**src/hw/rtl/fhts_pkg.sv**
```systemverilog
`timescale 1ns / 1ps

package fhts_pkg;

  // configuration port widths
  localparam int CFG_IDX_W  = 8;
  localparam int CFG_DATA_W = 16;

  // hop length limits
  localparam int HOP_CNT_W       = 7;
  localparam int MAX_HOP_SAMPLES = 64;

  // input word width
  localparam int FREQ_W = 32;

  // sample counter width
  localparam int COUNT_W = 32;

  // pi in Q30, used to build the sine rom
  localparam longint unsigned PI_Q30 = 64'd3373259426;

  // configuration register indexes
  typedef enum logic [CFG_IDX_W-1:0] {
    CFG_SAMPLES_PER_HOP = 8'd0,
    CFG_AMPLITUDE       = 8'd1,
    CFG_OFFSET_REAL     = 8'd2,
    CFG_OFFSET_IMAG     = 8'd3
  } cfg_idx_t;

  // settings the back end uses per sample
  typedef struct packed {
    logic        [14:0] amplitude;
    logic signed [15:0] offset_real;
    logic signed [15:0] offset_imag;
  } cfg_t;

  // one classified hop word in the queue
  typedef struct packed {
    logic signed [FREQ_W-1:0]    freq_word;
    logic        [HOP_CNT_W-1:0] count;
  } hop_t;

endpackage

```
**src/hw/rtl/fhts_queue.sv**
```systemverilog
`timescale 1ns / 1ps

module fhts_queue (
  input  logic           clk,
  input  logic           rst_n,
  input  logic           push,
  input  fhts_pkg::hop_t push_data,
  input  logic           pop,
  output logic           full,
  output logic           valid,
  output fhts_pkg::hop_t pop_data
);

  fhts_pkg::hop_t entry_r [2];
  logic           wr_ptr_r;
  logic           rd_ptr_r;
  logic [1:0]     fill_r;

  assign full     = (fill_r == 2'd2);
  assign valid    = (fill_r != 2'd0);
  assign pop_data = entry_r[rd_ptr_r];

  // pointers and fill level
  always_ff @(posedge clk) begin
    if (!rst_n) begin
      wr_ptr_r <= 1'b0;
      rd_ptr_r <= 1'b0;
      fill_r   <= 2'd0;
    end else begin
      if (push) begin
        wr_ptr_r <= !wr_ptr_r;
      end
      if (pop) begin
        rd_ptr_r <= !rd_ptr_r;
      end
      if (push && !pop) begin
        fill_r <= fill_r + 2'd1;
      end else if (pop && !push) begin
        fill_r <= fill_r - 2'd1;
      end
    end
  end

  // storage
  always_ff @(posedge clk) begin
    if (push) begin
      entry_r[wr_ptr_r] <= push_data;
    end
  end

endmodule

```
**config.mk**
```make
export PLATFORM = sky130hd
export DESIGN_NAME = fhts_queue
export DESIGN_NICKNAME = d
export VERILOG_FILES = /design/src/hw/rtl/fhts_pkg.sv /design/src/hw/rtl/fhts_queue.sv
export SDC_FILE = /design/constraint.sdc
export NUM_CORES = 1
export LEC_CHECK = 0
export BUFFER_PORTS_ARGS = -buffer_cell sky130_fd_sc_hd__buf_2
export CAP_MARGIN = 5
export CORE_ASPECT_RATIO = 1.1
export CORE_MARGIN = 2
export CORE_UTILIZATION = 55
export CTS_CLUSTER_SIZE = 25
export DETAILED_ROUTE_END_ITERATION = 6
export GPL_ROUTABILITY_DRIVEN = 0
export PLACE_DENSITY = 0.93
export SYNTH_ARGS = -nofsm -noshare
export SYNTH_HDL_FRONTEND = slang
export SYNTH_SLANG_ARGS = --single-unit
```
**constraint.sdc**
```tcl
create_clock -name clk -period 7.8 [get_ports clk]
set_clock_uncertainty 0.05 [all_clocks]
set_input_delay 0.39 -clock clk [delete_from_list [all_inputs] [get_ports clk]]
set_output_delay 0.39 -clock clk [all_outputs]
set_load 0.02 [all_outputs]
```
=== Word level (Yosys, flattened, before mapping) ===
Memory sizes are Yosys's and may differ from the RTL's. A register that Yosys moved wholly into a read port is not among the register bits.
Cells that the tools add are included.

* Register bits: 4
* Memory bits (writable): 78
* Input bits: 43
* Logic and storage cells: 21
* Memories kept: 1

* Add/sub/neg operators: 2
* Equality and inequality tests: 1
* Multiplexer cells: 6
* Reductions and logical operators: 8

{| class="wikitable"
|+ Memory list
! memory !! words !! bits a word !! read ports !! clocked after Yosys merged registers in !! wr ports !! line !! RTL
|-
| entry_r || 2 || 39 || 1 || 1 || 1 || fhts_queue.sv:14 || <nowiki>fhts_pkg::hop_t entry_r [2];</nowiki>
|}

{| class="wikitable"
|+ Operators with widths
! kind !! count
|-
| logical NOT 1 bit || 4
|-
| 2-to-1 mux 1 bit || 4
|-
| 2-to-1 mux 2 bit || 2
|-
| nonzero test 2 bit || 2
|-
| adder 2 x 1 -> 2 bit (second input constant) || 1
|-
| equality test 2 bit (second input constant) || 1
|-
| logical AND 1 bit || 2
|-
| subtractor 2 x 1 -> 2 bit (second input constant) || 1
|}

=== Longest topological paths before layout ===
Gate-level depths: netlist of run 1.

* Depth in word-level cells: 4
* Depth in mapped cells: 5
* Depth with buffers taken out: 5

=== Worst setup path after synthesis of run 1 ===
Ideal clock, no wire load.

* Path type: input to register
* Start point: input port push
* End point: memory entry_r[0][0] (netlist name), enable pin
* Arrival time: 2.168 ns
* Data required time: 7.309 ns
* Slack: 5.141 ns
* Stages: 1
* Buffers on the path: 0
* Path through: nor2b_1

* Longest elaborated chain between the ends: 2

{| class="wikitable"
|+ Ends and longest elaborated chain
! element !! line !! RTL
|-
| from (decl) || fhts_queue.sv:6 || <nowiki>input logic push,</nowiki>
|-
| 2-to-1 mux 1 bit || fhts_queue.sv:46 || <nowiki>if (push) begin</nowiki>
|-
| 2-to-1 mux 1 bit (implied by the code) || fhts_queue.sv:47 || <nowiki>entry_r[wr_ptr_r] <= push_data;</nowiki>
|-
| to (decl) || fhts_queue.sv:14 ||
|}

Every way passes these cells.

==> qor.csv, run 1 <==
metric;value;unit
fp.dieH;81.9;um
port_buffers;83;
core_area;0.00536;mm2
crit_type;flop to output port;
post_cts_buffers;0;
clockRootBuffer;clkbuf_8;
ant_nets;0;
grt-ovfl-total;0;
timing.fmax;433;MHz
relSlewSlack;0.248;
status;completed;
synth-edff-count;78;
required;7.36;ns
yosysTopAreaCell;edfxtp_1;
final_cell_mix;buf_2 (83), edfxtp_1 (78), mux2_2 (39);
via_per_inst;4.97;
fin_crit_sh;0.296;
dpl_cell_area;0.00352;mm2
htreeDepth;3;
slew_viol_final;0;
dieArea;0.00612;mm2
grt_pass1_vias;1604;
synth-seq-cells;83;
async_reset_ff_frac;0;
cts_resized;0;
hp-class;primary input to flop;
synth_area;0.00303;mm2
grt_pass1_wl;7.24;mm
clk_latency;0.34;ns
setup_violations;0;
synth_area_leaders;edfxtp_1 (77%), mux2_2 (14%), dfxtp_1 (3.3%);
yosysTopAreaCellShare;0.773;
cts_buffers;9;
cp.arrival;1.87;ns
crit_path_end_kind;output port;
holdWs;0.179;ns
areaGrowthSynthToFinish;22.2;%
fin_nets;277;
synth_ff_type;edfxtp_1;
rows;28;
start_kind;flop;
ir_drop;0.169;mV
final_common_cell;buf_2;
cts.sinks;83;
io_pins;84;
syn_nets;187;
wl_per_cell;15.4;um
ys_seq_area_frac;0.806;
postCtsHoldBufs;0;
design_area;0.00371;mm2
layout_min_cycle_time;2.31;ns
antenna_found_initial;0;
wl;4.83;mm
syn_area_per_cell;21.2;um2
p_per_area;249;mW/mm2
ys_warn_count;0;
power;0.923;mW
drv_cap;0;
dp_hpwl;3.14;mm
cts_tree;done;
hold_viol;0;
grtUsageTotal;0.171;
remaining_drc_errors;0;
cp_max_fo;39;
grt_max_degree;41;
drt_iter0_drc;64;
drt_first_pass_iters;6;
leakagePower;1.41;nW
clkSlewWorstSetupHoldPaths;0.08;ns
cts_buffer_depth;2;
rsz0062_at_grt;false;
worstMarginPinSlew;1.13;ns
drive_gt1_frac;0.592;
num_antenna_cells;0;
start_util;0.566;
die_w;74.8;um
syn_inst;143;
num_vias;1556;
tns;0;ns
synth_cell_types;18;
worst-r2r-setup-slack;6.14;ns
-- final timing paths --
check / start / to / cells after the start
worst min-delay path: push_data[10] / entry_r[0][10]$_DFFE_PP_ / 1
worst max-delay path: flop / pop_data[34] / 2
worst min register to register: fill_r[1]$_SDFFE_PN0P_ / fill_r[1]$_SDFFE_PN0P_ / 2
worst max register to register: wr_ptr_r$_SDFFE_PN0P_ / entry_r[0][20]$_DFFE_PP_ / 1
-- per-stage QoR --
stage,utilization,setup WS [ns],cells
finish,0.691,5.49,313
global route,0.691,5.35,313
CTS,0.691,5.43,313
detailed placement,0.657,5.83,297
global placement,0.657,5.81,297
floorplan,-,5.14,143
-- synth_stat cells, types with 2 or more instances --
cell / instances
buf_2: 2
and2_1: 4
mux2_2: 39
xor2_1: 2
nor2b_1: 2
dfxtp_1: 5
edfxtp_1: 78
-- critical path, cell delays in order, from the launching register on --
cell,delay [ns]
dfxtp_2,0.94
mux2_2,0.43
buf_2,0.16
-- sequential cells by signal, indices dropped and copies added (netlist names), named ones only --
register,count
entry_r,78
fill_r,2
rd_ptr_r,1
wr_ptr_r,1
-- kinds of logic (layout without fill, tap and decap cells) --
group,after synthesis,after routing,share of synthesized area
xor gates and xnor gates,3,3,0.00867
and+or+nand+nor,9,9,0.0194
adders and majority gates,1,1,0.00413
muxes,39,39,0.145
AOI/OAI and AO/OA,3,3,0.00660
DFF,83,83,0.806
buffers and inverters,5,100,0.0107
-- area by class of cell --
type,instances,area [um2]
clock buffer,10,128
multi-input combinational,55,566
tap,75,93.8
clock inverter,6,56.3
fill,380,1650
inverter,1,3.75
sequential,83,2440
timing repair buffer,83,415
-- routing by layer --
metal | part of all wire | track usage | vias up
li1 | - | - | 733
met3 | 0.070 | 0.0736 | 5
met2 | 0.54 | 0.288 | 47
met5 | 0 | 0 | -
met4 | 0.016 | 0.0857 | 0
met1 | 0.37 | 0.182 | 771
-- report_power, final --
group / total, mW / internal, mW / leakage, nW / switching (mW)
clock network: 0.286 / 0.145 / 0.0935 / 0.141
registers: 0.528 / 0.514 / 0.774 / 0.0141
logic: 0.109 / 0.0491 / 0.540 / 0.0601
Power figures use the tool's default switching activity.
==> inputs of run 2 (changes only) <==
Settings changed: CORE_UTILIZATION 55 to 51, PLACE_DENSITY 0.93 to 0.88.
Clock period 7.8 ns to 2.2 ns, I/O delays scaled along.
==> qor.csv, run 2 (synthesis results as in run 1) <==
metric;value;unit;change
status;completed;;
setup_violations;0;;unchanged
reg_top3;entry_r (78), fill_r (2);;
clkSlewWorstSetupHoldPaths;0.07;ns;about the same
grt_max_degree;29;;-29%
place_ws;0.675;ns;-5.15 ns
final_common_cell;buf_2;;
grt_pass1_vias;1749;;+9.0%
holdWs;0.0816;ns;-0.0975 ns
cp_slowest_cell;dfxtp_2;;
num_antenna_cells;0;;unchanged
largest_reg_flops;78;;unchanged
dp_hpwl;3.44;mm;+9.6%
fp.dieH;84.9;um;+3.7%
fin_nets;321;;+16%
hold_viol;0;;unchanged
cts_buffers;9;;unchanged
cp.arrival;1.72;ns;-0.15 ns
slowest_delay;0.62;ns;-0.32 ns
crit_type;flop to output port;;
r2r_cells;2;;+1
hp-class;primary input to flop;;
via_per_inst;4.85;;-2.5%
largest_register;entry_r;;
start_kind;flop;;
clk_latency;0.33;ns;about the same
cp_max_fo;22;;-44%
grt-ovfl-total;0;;unchanged
ir_drop;0.593;mV;+250%
fillers;364;;-4.2%
tns;0;ns;unchanged
drive_gt1_frac;0.505;;-0.0871
wl_per_cell;15.4;um;about the same
die_w;77.5;um;+3.6%
p_per_area;822;mW/mm2;+230%
io_pins;84;;unchanged
cts_resized;0;;unchanged
relSlewSlack;0.700;;+0.453
fin_crit_sh;0.852;;
ant_nets;0;;unchanged
grtUsageTotal;0.175;;+0.00439
worst_slack;0.325;ns;-5.16 ns
wl;5.52;mm;+14%
drv_cap;0;;unchanged
htreeDepth;3;;unchanged
leakagePower;1.61;nW;+14%
areaGrowthSynthToFinish;37.8;%;
grt_pass1_wl;8.37;mm;+16%
dpl.cell_count;303;;+2.0%
required;2.04;ns;-5.32 ns
drt_iter0_drc;87;;+36%
timing.fmax;533;MHz;
rsz0062_at_grt;false;;
min_path_cells;3;;+2
cts.sinks;83;;unchanged
remaining_drc_errors;0;;unchanged
layout_min_cycle_time;1.88;ns;
path_cells;buf_12 -> mux2_2 -> buf_2;;
port_buffers;83;;unchanged
slew_viol_final;0;;unchanged
dieArea;0.00658;mm2;+7.4%
start_util;0.525;;-0.0401
crit_path_end_kind;output port;;
final_cells;358;;+14%
rows;29;;+3.6%
clockRootBuffer;clkbuf_8;;
final_cell_mix;buf_2 (83), edfxtp_1 (78), dlygate4sd3_1 (40);;
core_area;0.00577;mm2;+7.6%
worstMarginPinSlew;0.450;ns;-0.676 ns
cts_buffer_depth;2;;unchanged
num_vias;1736;;+12%
drt_first_pass_iters;4;;-2
cts_tree;done;;
antenna_found_initial;0;;unchanged
-- run 2: metal layers --
layer / track usage / part of all wire / routed length (um) / vias up
met2: 0.299 / 0.54 / 2960 / 51
met5: 0 / 0 / 0 / -
met3: 0.0532 / 0.041 / 225 / 11
met4: 0.0958 / 0.025 / 138 / 0
met1: 0.199 / 0.40 / 2200 / 852
li1: - / - / - / 822
-- run 2: layout make-up --
class | instances | area (um2) | share of cell area
tap | 77 | 96.3 | 0.0231
inverter | 1 | 3.75 | 0.000898
multi-input combinational | 55 | 566 | 0.135
clock inverter | 3 | 63.8 | 0.0153
clock buffer | 12 | 135 | 0.0323
sequential | 83 | 2440 | 0.585
timing repair buffer | 127 | 871 | 0.208
-- run 2: timing repair --
item                      4_1_cts  5_1_grt
setup buffers                   0        0
hold endpoints to repair       82        0
hold buffers                   40        0
-- run 2: path summary, 6_finish.rpt --
| path | to | slack [ns] | startpoint |
|---|---|---|---|
| hold reg to reg | fill_r[1]$_SDFFE_PN0P_ | 0.46 | fill_r[1]$_SDFFE_PN0P_ |
| setup reg to reg | entry_r[1][17]$_DFFE_PP_ | 0.82 | wr_ptr_r$_SDFFE_PN0P_ |
| setup / recovery | pop_data[7] | 0.32 | flop |
| hold / removal | wr_ptr_r$_SDFFE_PN0P_ | 0.08 | push |
-- run 2: critical path, delay by kind of cell (launching register included) --
kind / cells / cell delay [ns]
flops: 1 / 0.62
buf+inv: 2 / 0.40
mux: 1 / 0.36
-- run 2: report_power, final --
group          switching (mW)  internal (mW)  total (mW)
combinational           0.243          0.233       0.476
sequential             0.0377           1.82        1.86
clock                   0.471          0.631        1.10
total                   0.751           2.68        3.44
-- run 2: per-stage QoR --
| step | utilization | instance area, um2 | power (mW) |
|---|---|---|---|
| finish | 0.724 | 4180 | 3.44 |
| global route | 0.724 | 4180 | 3.56 |
| CTS | 0.724 | 4180 | 3.46 |
| detailed placement | 0.620 | 3580 | 2.32 |
| global placement | 0.620 | 3580 | 2.30 |
| floorplan | - | 3030 | 2.15 |
