<file path="src/hw/rtl/fhts_pkg.sv">
`timescale 1ns / 1ps

package fhts_pkg;

  // configuration port widths
  localparam int CFG_IDX_W  = 8;
  localparam int CFG_DATA_W = 16;

  // hop length limits
  localparam int HOP_CNT_W       = 7;
  localparam int MAX_HOP_SAMPLES = 64;

  // input word width
  localparam int FREQ_W = 32;

  // sample counter width
  localparam int COUNT_W = 32;

  // pi in Q30, used to build the sine rom
  localparam longint unsigned PI_Q30 = 64'd3373259426;

  // configuration register indexes
  typedef enum logic [CFG_IDX_W-1:0] {
    CFG_SAMPLES_PER_HOP = 8'd0,
    CFG_AMPLITUDE       = 8'd1,
    CFG_OFFSET_REAL     = 8'd2,
    CFG_OFFSET_IMAG     = 8'd3
  } cfg_idx_t;

  // settings the back end uses per sample
  typedef struct packed {
    logic        [14:0] amplitude;
    logic signed [15:0] offset_real;
    logic signed [15:0] offset_imag;
  } cfg_t;

  // one classified hop word in the queue
  typedef struct packed {
    logic signed [FREQ_W-1:0]    freq_word;
    logic        [HOP_CNT_W-1:0] count;
  } hop_t;

endpackage

</file>
<file path="src/hw/rtl/fhts_front.sv">
`timescale 1ns / 1ps

module fhts_front (
  input  logic                                  clk,
  input  logic                                  rst_n,
  input  logic                                  in_valid,
  output logic                                  in_ready,
  input  logic signed [fhts_pkg::FREQ_W-1:0]    in_freq_word,
  input  logic                                  cfg_valid,
  output logic                                  cfg_ready,
  input  logic        [fhts_pkg::CFG_IDX_W-1:0] cfg_index,
  input  logic        [fhts_pkg::CFG_DATA_W-1:0] cfg_data,
  input  logic                                  q_full,
  output logic                                  q_push,
  output fhts_pkg::hop_t                        q_data,
  output fhts_pkg::cfg_t                        cfg
);

  logic [fhts_pkg::HOP_CNT_W-1:0] samples_per_hop_r;
  logic [14:0]                    amplitude_r;
  logic signed [15:0]             offset_real_r;
  logic signed [15:0]             offset_imag_r;
  logic [fhts_pkg::HOP_CNT_W-1:0] count;

  assign cfg_ready = 1'b1;

  // configuration registers
  always_ff @(posedge clk) begin
    if (!rst_n) begin
      samples_per_hop_r <= 7'd16;
      amplitude_r       <= 15'd32767;
      offset_real_r     <= '0;
      offset_imag_r     <= '0;
    end else if (cfg_valid) begin
      case (fhts_pkg::cfg_idx_t'(cfg_index))
        fhts_pkg::CFG_SAMPLES_PER_HOP: samples_per_hop_r <= cfg_data[6:0];
        fhts_pkg::CFG_AMPLITUDE:       amplitude_r       <= cfg_data[14:0];
        fhts_pkg::CFG_OFFSET_REAL:     offset_real_r     <= $signed(cfg_data);
        fhts_pkg::CFG_OFFSET_IMAG:     offset_imag_r     <= $signed(cfg_data);
        default: ;
      endcase
    end
  end

  // clamp the hop length: zero runs one sample, long hops stop at the max
  always_comb begin
    if (samples_per_hop_r == '0) begin
      count = 7'd1;
    end else if (samples_per_hop_r > 7'(fhts_pkg::MAX_HOP_SAMPLES)) begin
      count = 7'(fhts_pkg::MAX_HOP_SAMPLES);
    end else begin
      count = samples_per_hop_r;
    end
  end

  // accept a word whenever the queue has room
  assign in_ready         = !q_full;
  assign q_push           = in_valid && !q_full;
  assign q_data.freq_word = in_freq_word;
  assign q_data.count     = count;

  assign cfg.amplitude   = amplitude_r;
  assign cfg.offset_real = offset_real_r;
  assign cfg.offset_imag = offset_imag_r;

endmodule

</file>
<file path="config.mk">
export PLATFORM = sky130hd
export DESIGN_NAME = fhts_front
export DESIGN_NICKNAME = d
export VERILOG_FILES = /design/src/hw/rtl/fhts_pkg.sv /design/src/hw/rtl/fhts_front.sv
export SDC_FILE = /design/constraint.sdc
export NUM_CORES = 1
export LEC_CHECK = 0
export BUFFER_PORTS_ARGS = -buffer_cell sky130_fd_sc_hd__buf_4
export CORE_MARGIN = 5
export CORE_UTILIZATION = 30
export CTS_CLUSTER_DIAMETER = 120
export DETAILED_ROUTE_END_ITERATION = 10
export GPL_TIMING_DRIVEN = 0
export SLEW_MARGIN = 20
export SYNTH_ARGS = -nofsm -noshare
export SYNTH_HDL_FRONTEND = slang
export SYNTH_SLANG_ARGS = --single-unit
</file>
<file path="constraint.sdc">
create_clock -name clk -period 3.2 [get_ports clk]
set_input_delay 0.16 -clock clk [delete_from_list [all_inputs] [get_ports clk]]
set_output_delay 0.16 -clock clk [all_outputs]
set_load 0.05 [all_outputs]
</file>
== Word level (Yosys, flattened, before mapping) ==
Index checks and enable logic that the tools add are counted.
Word-level totals
  register bits: 54
  logic and storage cells: 18
  memories: 0
  memory bits (writable): 0
  ROM bits: 0
  output and inout bits: 89
  latch bits: 0
Cells by class
  divide/modulo/power cells: 0
  bitwise gates (word level): 0
  multiply operators: 0
  add/sub/neg operators: 0
  shifts and indexed selects: 0
  mux-type cells: 2
  magnitude comparators: 1
  equal/unequal tests: 3
  reductions and logical operators: 8
Operators with widths (number)
  8-bit by 2-bit == test with 1-bit output, second input constant: 2
  7-bit two-way mux: 2
  8-bit by 1-bit == test with 1-bit output, second input constant: 1
  8-bit logical NOT: 1
  2-bit AND reduction: 4
  7-bit > comparator, second input constant: 1
  7-bit logical NOT: 1
  1-bit logical AND: 1
  1-bit logical NOT: 1

== Longest topological paths before layout ==
Gate-level depths: netlist of the first run.
  word-level depth: 3
  mapped depth: 5
  depth with buffers taken out: 3

== Worst setup path before layout of the first run ==
Ideal clock, no wire load.
  kind: register -> output
  start: register samples_per_hop_r[1] in the netlist's numbering
  end: output q_data[0] in the netlist's numbering
  cell stages (with the launch flop): 4
  path slack: 1.847 ns
  required time: 3.040 ns
  arrival time: 1.193 ns
  cell sequence: dfxtp_1 > nor3_1 > a21oi_1 > nor2_1
RTL lines
  start: declaration: line fhts_front.sv:19  | logic [fhts_pkg::HOP_CNT_W-1:0] samples_per_hop_r;
  start signal: assignment: line fhts_front.sv:36  | fhts_pkg::CFG_SAMPLES_PER_HOP: samples_per_hop_r <= cfg_data[6:0];
  end: declaration: line fhts_front.sv:15  | output fhts_pkg::hop_t q_data,

==> impl_results.md, run 1 <==
- Crit-path max FO: 3
- LEAKAGE: 1.78 nW
- Synth unique cells: 20
- CP arrival: 1190 ps
- HP Class: input pin to flip-flop
- Synth Area in Simple Gates: 21.1%
- Max-cap check violation count: 0
- Clock root buffer master: clkbuf_8
- Reg-to-reg slack, setup: 2490 ps
- Endpoint class of the critical path: output pin
- Detail Route Antenna Nets: 0
- Syn avg cell area: 9.74 um2
- Initial antenna violation count: 0
- Yosys Warn Count: 0
- Unrepaired setup endpoints after global routing: no
- Setup TNS: 0 ps
- Most instantiated cells after synthesis: dfxtp_1, mux2i_1, nand2_1, nor2b_1, buf_4
- Compound-Gate Fraction of Synth Area: 0.198%
- Area Growth Syn to Fin: 42.7%
- Xor/xnor share of the synthesized area: 0%
- Synthesized flop and latch total: 54
- Drt total wl: 6.93 mm
- Post-synth ARST share: 0%
- Nets: about 440
- Post-synth top area share: 42.7%
- Largest net degree at the start of global routing: 17
- I/O Pins: 150
- Top post-synthesis cells by area: dfxtp_1, mux2i_1, buf_4
- First DRT Iteration DRCs: 52
- Core footprint: 8220 um2
- Post-synthesis mux area share: 21.4%
- Worst IR Drop VDD: 236 uV
- FMAX: between 700 and 800 MHz
- Final setup viols: 0
- Vias in the first global route: 2,064
- Vias: 2,097
- Most common flop cell mapped by yosys: dfxtp_1
- Largest family of logic cells by synthesized area: multiplexers
- Area leader, netlist: dfxtp_1
- Startpoint Class: flip-flop
- Share of cells above drive strength 1: 42.8%
- Die H: 102 um
- Area share of fa/ha/maj cells after synthesis: 0%
- Diodes inserted: 0
- Gpl congestion: between 0.7 and 0.8
- Port Buf Inserts: 115
- Pwr/cell area: 355 nW/um2
- CTS hold repair buffers: 0
- # DRC: 0
- Slew HR: 65.1%
- # fillers: around 840
- Die ar.: 10,400 um2
- Post-Layout Inst Area: 3610 um2
- Final period util: 42.0%
- GRT Resource Usage Total: around 13%
- Number of flops mapped to enable cells by yosys: 0
- Clk_skew: 0 ps
- Remaining Overflow, GRT: 0
- Detail Placement HPWL: 5.59 mm
- Outcome: finished clean
- Area after DPL: 3530 um2
- Crit path time final: between 1000 and 1500 ps
- Critical path class: flip-flop to output pin
- CTS resizes: 0
- Final Hold Vio Count: 0
- Row Count: 33
- Syn nets: 321
- Clock insertion delay at the later pin of the skew report: 300 ps
- Max-slew violation count: 0
- Maximum clock path buffer count: 2
- DRT Pass-1 Iters: 4
- CTS Buf Count: 5
- Die X: 102 um
- CTS tree: yes
- Worst slew pin tran: roughly 520 ps
- Synthesized netlist cell count: 260
- Post-synthesis sequential area ratio: 42.7%
- Clock sinks: 54
- H-tree levels: 2
- Vias per inst: about 4.3
- Wire length per cell: 14.2 um
- Initial core utilization: 30.8%
- Post-CTS Setup Inserts: 0
- Synth Cell Area: approximately 2500 um2
- First-pass GRT wire length: 10.4 mm
- Register clock-pin slew on the reported worst setup and hold paths: 90 ps
- Critical Path RT: 3040 ps
## state kept, by name, indices dropped and copies added, names as in the netlist
register	flops
offset_imag_r	16
amplitude_r	15
offset_real_r	16
samples_per_hop_r	7
## metrics by stage
| stage | power [mW] | cells | hold slack (ps) | setup WS, ps | util [%] |
|---|---|---|---|---|---|
| after floorplan | 0.843 | 260 | 321 | 1850 | - |
| after global placement | 0.923 | 480 | 430 | 1730 | 42.9 |
| after detailed placement | 0.924 | 480 | 445 | 1690 | 42.9 |
| after CTS | 1.30 | 488 | 118 | 1840 | 44.0 |
| after global routing | 1.34 | 488 | 127 | 1730 | 44.0 |
| final | 1.28 | 488 | 126 | 1850 | 44.0 |
## critical path: stages (launching register included)
cell and delay (ps):
dfxtp_1 330, nor3_1 180, a21oi_1 90, nor2_1 90, buf_4 200
## final cells by class
type | instances | area (um2) | share of cell area, %
clock inverter | 2 | 13.8 | 0.381
multi-input combinational | 156 | 1080 | 30.0
timing repair buffer | 115 | 863 | 23.9
tap | 105 | 131 | 3.64
buffer | 49 | 364 | 10.1
clock buffer | 6 | 72.6 | 2.01
inverter | 1 | 3.75 | 0.104
sequential | 54 | 1080 | 29.9
## power breakdown
group,leakage [nW],internal (mW),switching (mW),total [mW]
Combinational,1.30,0.0923,0.141,0.233
Clock,0.0452,0.155,0.222,0.377
Sequential,0.435,0.672,0.000512,0.673
## cell usage in the layout, fill, tap and decap left out
cell type | netlist | routed
buf_4 | 33 | 148
nand2_1 | 54 | 54
mux2i_1 | 54 | 54
dfxtp_1 | 54 | 54
nor2b_1 | 37 | 37
clkbuf_1 | 10 | 11
clkbuf_8 | 0 | 5
buf_6 | 3 | 3
nor2_1 | 2 | 2
buf_12 | 2 | 2
nor3_1 | 1 | 1
a21oi_1 | 1 | 1
inv_1 | 1 | 1
nor4b_4 | 1 | 1
nor3_2 | 1 | 1
nand4b_1 | 1 | 1
nand4_4 | 1 | 1
and4bb_1 | 1 | 1
buf_2 | 1 | 1
and4b_1 | 1 | 1
conb_1 | 1 | 1
clkinv_4 | 0 | 1
clkinv_2 | 0 | 1
## logic make-up (layout without fill, tap and decap cells)
logic type,Yosys count,in the layout
buf+inv,50,173
mux,54,54
flops,54,54
other cells,1,1
simple gates,100,100
compound gates,1,1
## per-layer routing
| layer | vias to the layer above | routed length (um) | track usage, % |
|---|---|---|---|
| met2 | 96 | 3290 | 21.8 |
| met5 | - | 0 | 0 |
| met1 | 938 | 2740 | 15.6 |
| met3 | 9 | 846 | 4.98 |
| met4 | 0 | 53 | 3.03 |
| li1 | 1054 | - | - |
## final timing paths
path	startpoint	to	cells past startpoint
setup reg to reg	samples_per_hop_r[6]$_SDFFE_PN0P_	samples_per_hop_r[6]$_SDFFE_PN0P_	2
setup / recovery	samples_per_hop_r[1]$_SDFFE_PN0P_	q_data[0]	4
hold / removal	cfg_data[7]	amplitude_r[7]$_SDFFE_PN1P_	3
hold reg to reg	offset_real_r[13]$_SDFFE_PN0P_	offset_real_r[13]$_SDFFE_PN0P_	2
(Power assumes the default switching activity.)
==> inputs of run 2 (changes only) <==
==> constraint.sdc (replaced) <==
create_clock -name clk -period 1.2 [get_ports clk]
set_input_delay 0.06 -clock clk [delete_from_list [all_inputs] [get_ports clk]]
set_output_delay 0.06 -clock clk [all_outputs]
set_load 0.05 [all_outputs]
==> run 2 against run 1 <==
The flow now finishes with violations (negative setup slack); global-route usage is 0.52 points lower; clock power rose to 3.2 times the previous value; wire length shrank 1.8%; count of clock-buffer cells in the layout stayed put; cell area increased by 1.0%; hold slack lost 100 ps; combinational power grew to 2.7 times the previous value; via count decreased by 1.9%; sequential power rose to 2.7 times the previous value; die area is the same; final cell count unchanged; setup slack lost 1900 ps.
==> impl_results.md, run 2 (synthesis results as in run 1) <==
- Crit path time final: 1210 ps
- GRT Resource Usage Total: 12.4%
- Setup TNS: -11.9 ps
- CP arrival: between 1000 and 1500 ps
- Detail Route Antenna Nets: 0
- Pwr/cell area: 993 nW/um2
- Startpoint Class: flip-flop
- Reg-to-reg slack, setup: 530 ps
- Max-slew violation count: 0
- Diodes inserted: 0
- Die X: 102 um
- Final Hold Vio Count: 0
- Max-cap check violation count: 0
- Vias: 2,057
- Endpoint class of the critical path: output pin
- Post-Layout Inst Area: 3650 um2
- First DRT Iteration DRCs: 28
- CTS tree: yes
- Initial core utilization: between 30% and 40%
- Hold path start: cfg_data[7]
- Violated checks: negative setup slack
- I/O Pins: 150
- Die H: ~100 um
- Area Growth Syn to Fin: 44.2%
- Wire length per cell: 13.9 um
- HP Class: input pin to flip-flop
- Slew HR: 65.4%
- Area of the multi-input gates: 1090 um2
- Biggest regs: offset_imag_r (16), offset_real_r (16), amplitude_r (15)
- Worst Reg2Reg Path Length in Cells: 2
- LEAKAGE: 1.79 nW
- FMAX: 825 MHz
- Worst R2R Start: samples_per_hop_r[6]$_SDFFE_PN0P_
- Die ar.: 10,400 um2
- Worst slew pin tran: 518 ps
- Vias in the first global route: 1,965
- Outcome: finished, violations left
- Largest net degree at the start of global routing: 17
- First-pass GRT wire length: 10.1 mm
- Clk_skew: 0 ps
- Total power: 3.63 mW
- Initial antenna violation count: 0
- Row Count: 33
- Commonest non-fill, non-tap cell in the layout: buf_4
- Post-CTS Setup Inserts: 0
- H-tree levels: 2
- Register clock-pin slew on the reported worst setup and hold paths: roughly 100 ps
- Min-Delay Path Depth: 3
- Area occupied by registers: 1080 um2
- Remaining Overflow, GRT: 0
- Final core utilization: 44.4%
- Gpl congestion: 0.791
- Critical Path RT: 1140 ps
- Worst Hold End: amplitude_r[7]$_SDFFE_PN1P_
- CTS Buf Count: 5
- Share of cells above drive strength 1: 43.9%
- Nets: 443
- Final period util: 101%
- Detail Placement HPWL: 5.50 mm
- Final setup viols: 1
- Drt total wl: 6.80 mm
- RR Endpoint: samples_per_hop_r[6]$_SDFFE_PN0P_
- Critical path class: flip-flop to output pin
- Vias per inst: 4.22
- Unrepaired setup endpoints after global routing: yes
- DRT Pass-1 Iters: 3
- Area after DPL: 3530 um2
- Fin worst setup slack: -11.9 ps
- Clock insertion delay at the later pin of the skew report: 290 ps
- Maximum clock path buffer count: 2
- # fillers: 826
- Worst IR Drop VDD: 510 uV
- Clock sinks: 54
- # DRC: 0
- Port Buf Inserts: ~120
- Core footprint: roughly 8200 um2
- Most frequent cells in the layout: buf_4, nand2_1, mux2i_1, dfxtp_1, nor2b_1
- Clock root buffer master: clkbuf_8
- Crit-path max FO: 3
## run 2: changes by cell type in the layout (fill, tap and decap cells not counted), sizes merged
| cell | delta |
|---|---|
| bufinv | +1 |
| clkinv | -2 |
| clkinvlp | +1 |
## run 2: layer usage
metal | up-vias | wire (um) | track usage (%)
li1 | 1045 | - | -
met1 | 908 | 2810 | 15.9
met2 | 102 | 3150 | 20.6
met3 | 2 | 814 | 4.16
met4 | 0 | 26 | 2.42
met5 | - | 0 | 0
## run 2: area by class of cell
type / count / area share, %
inverters: 1 / 0.103
repair buffers: 115 / 23.8
multi-input cells: 156 / 29.9
clock inverters: 2 / 1.03
plain buffers: 49 / 9.98
clock buffers: 6 / 1.99
well taps: 105 / 3.60
flip-flops and latches: 54 / 29.7
## run 2: critical path: stages (launching register included)
cell and delay (ps):
dfxtp_2 340, nor3_2 160, a21oi_1 90, nor2_2 100
buf_6 160
## run 2: metrics by stage
step / hold slack, ps / setup WS (ps) / cells
6_report: 25.0 / -11.9 / 488
4_1_cts: 19.7 / -39.6 / 488
2_1_floorplan: 221 / 48.9 / 260
3_5_place_dp: 339 / -228 / 480
5_1_grt: 25.2 / -92.3 / 488
3_3_place_gp: 333 / -164 / 480
## run 2: what timing repair did
| action | 4_1_cts | 5_1_grt |
|---|---|---|
| endpoints found under the setup margin | 1 | 3 |
| gates resized for setup | 3 | 1 |
| pin swaps | 1 | 0 |
| hold buffers | 0 | 0 |
## run 2: worst max path at each step
stage,slack (ps),end,cells after the start,startpoint
2_1_floorplan,50,amplitude_r[10]$_SDFFE_PN1P_,5,cfg_index[4]
3_3_place_gp,-160,amplitude_r[9]$_SDFFE_PN1P_,6,cfg_index[4]
3_5_place_dp,-230,amplitude_r[8]$_SDFFE_PN1P_,6,cfg_index[4]
4_1_cts,-40,q_data[0],4,samples_per_hop_r[1]$_SDFFE_PN0P_
5_1_grt,-90,q_data[0],4,samples_per_hop_r[1]$_SDFFE_PN0P_
6_report,-10,q_data[0],4,samples_per_hop_r[1]$_SDFFE_PN0P_
## run 2: power by group
group	leakage, nW	internal (mW)	switching, mW
Clock	0.0514	0.623	0.589
Combinational	1.30	0.246	0.373
Sequential	0.437	1.79	0.00141
Total	1.79	2.66	0.963
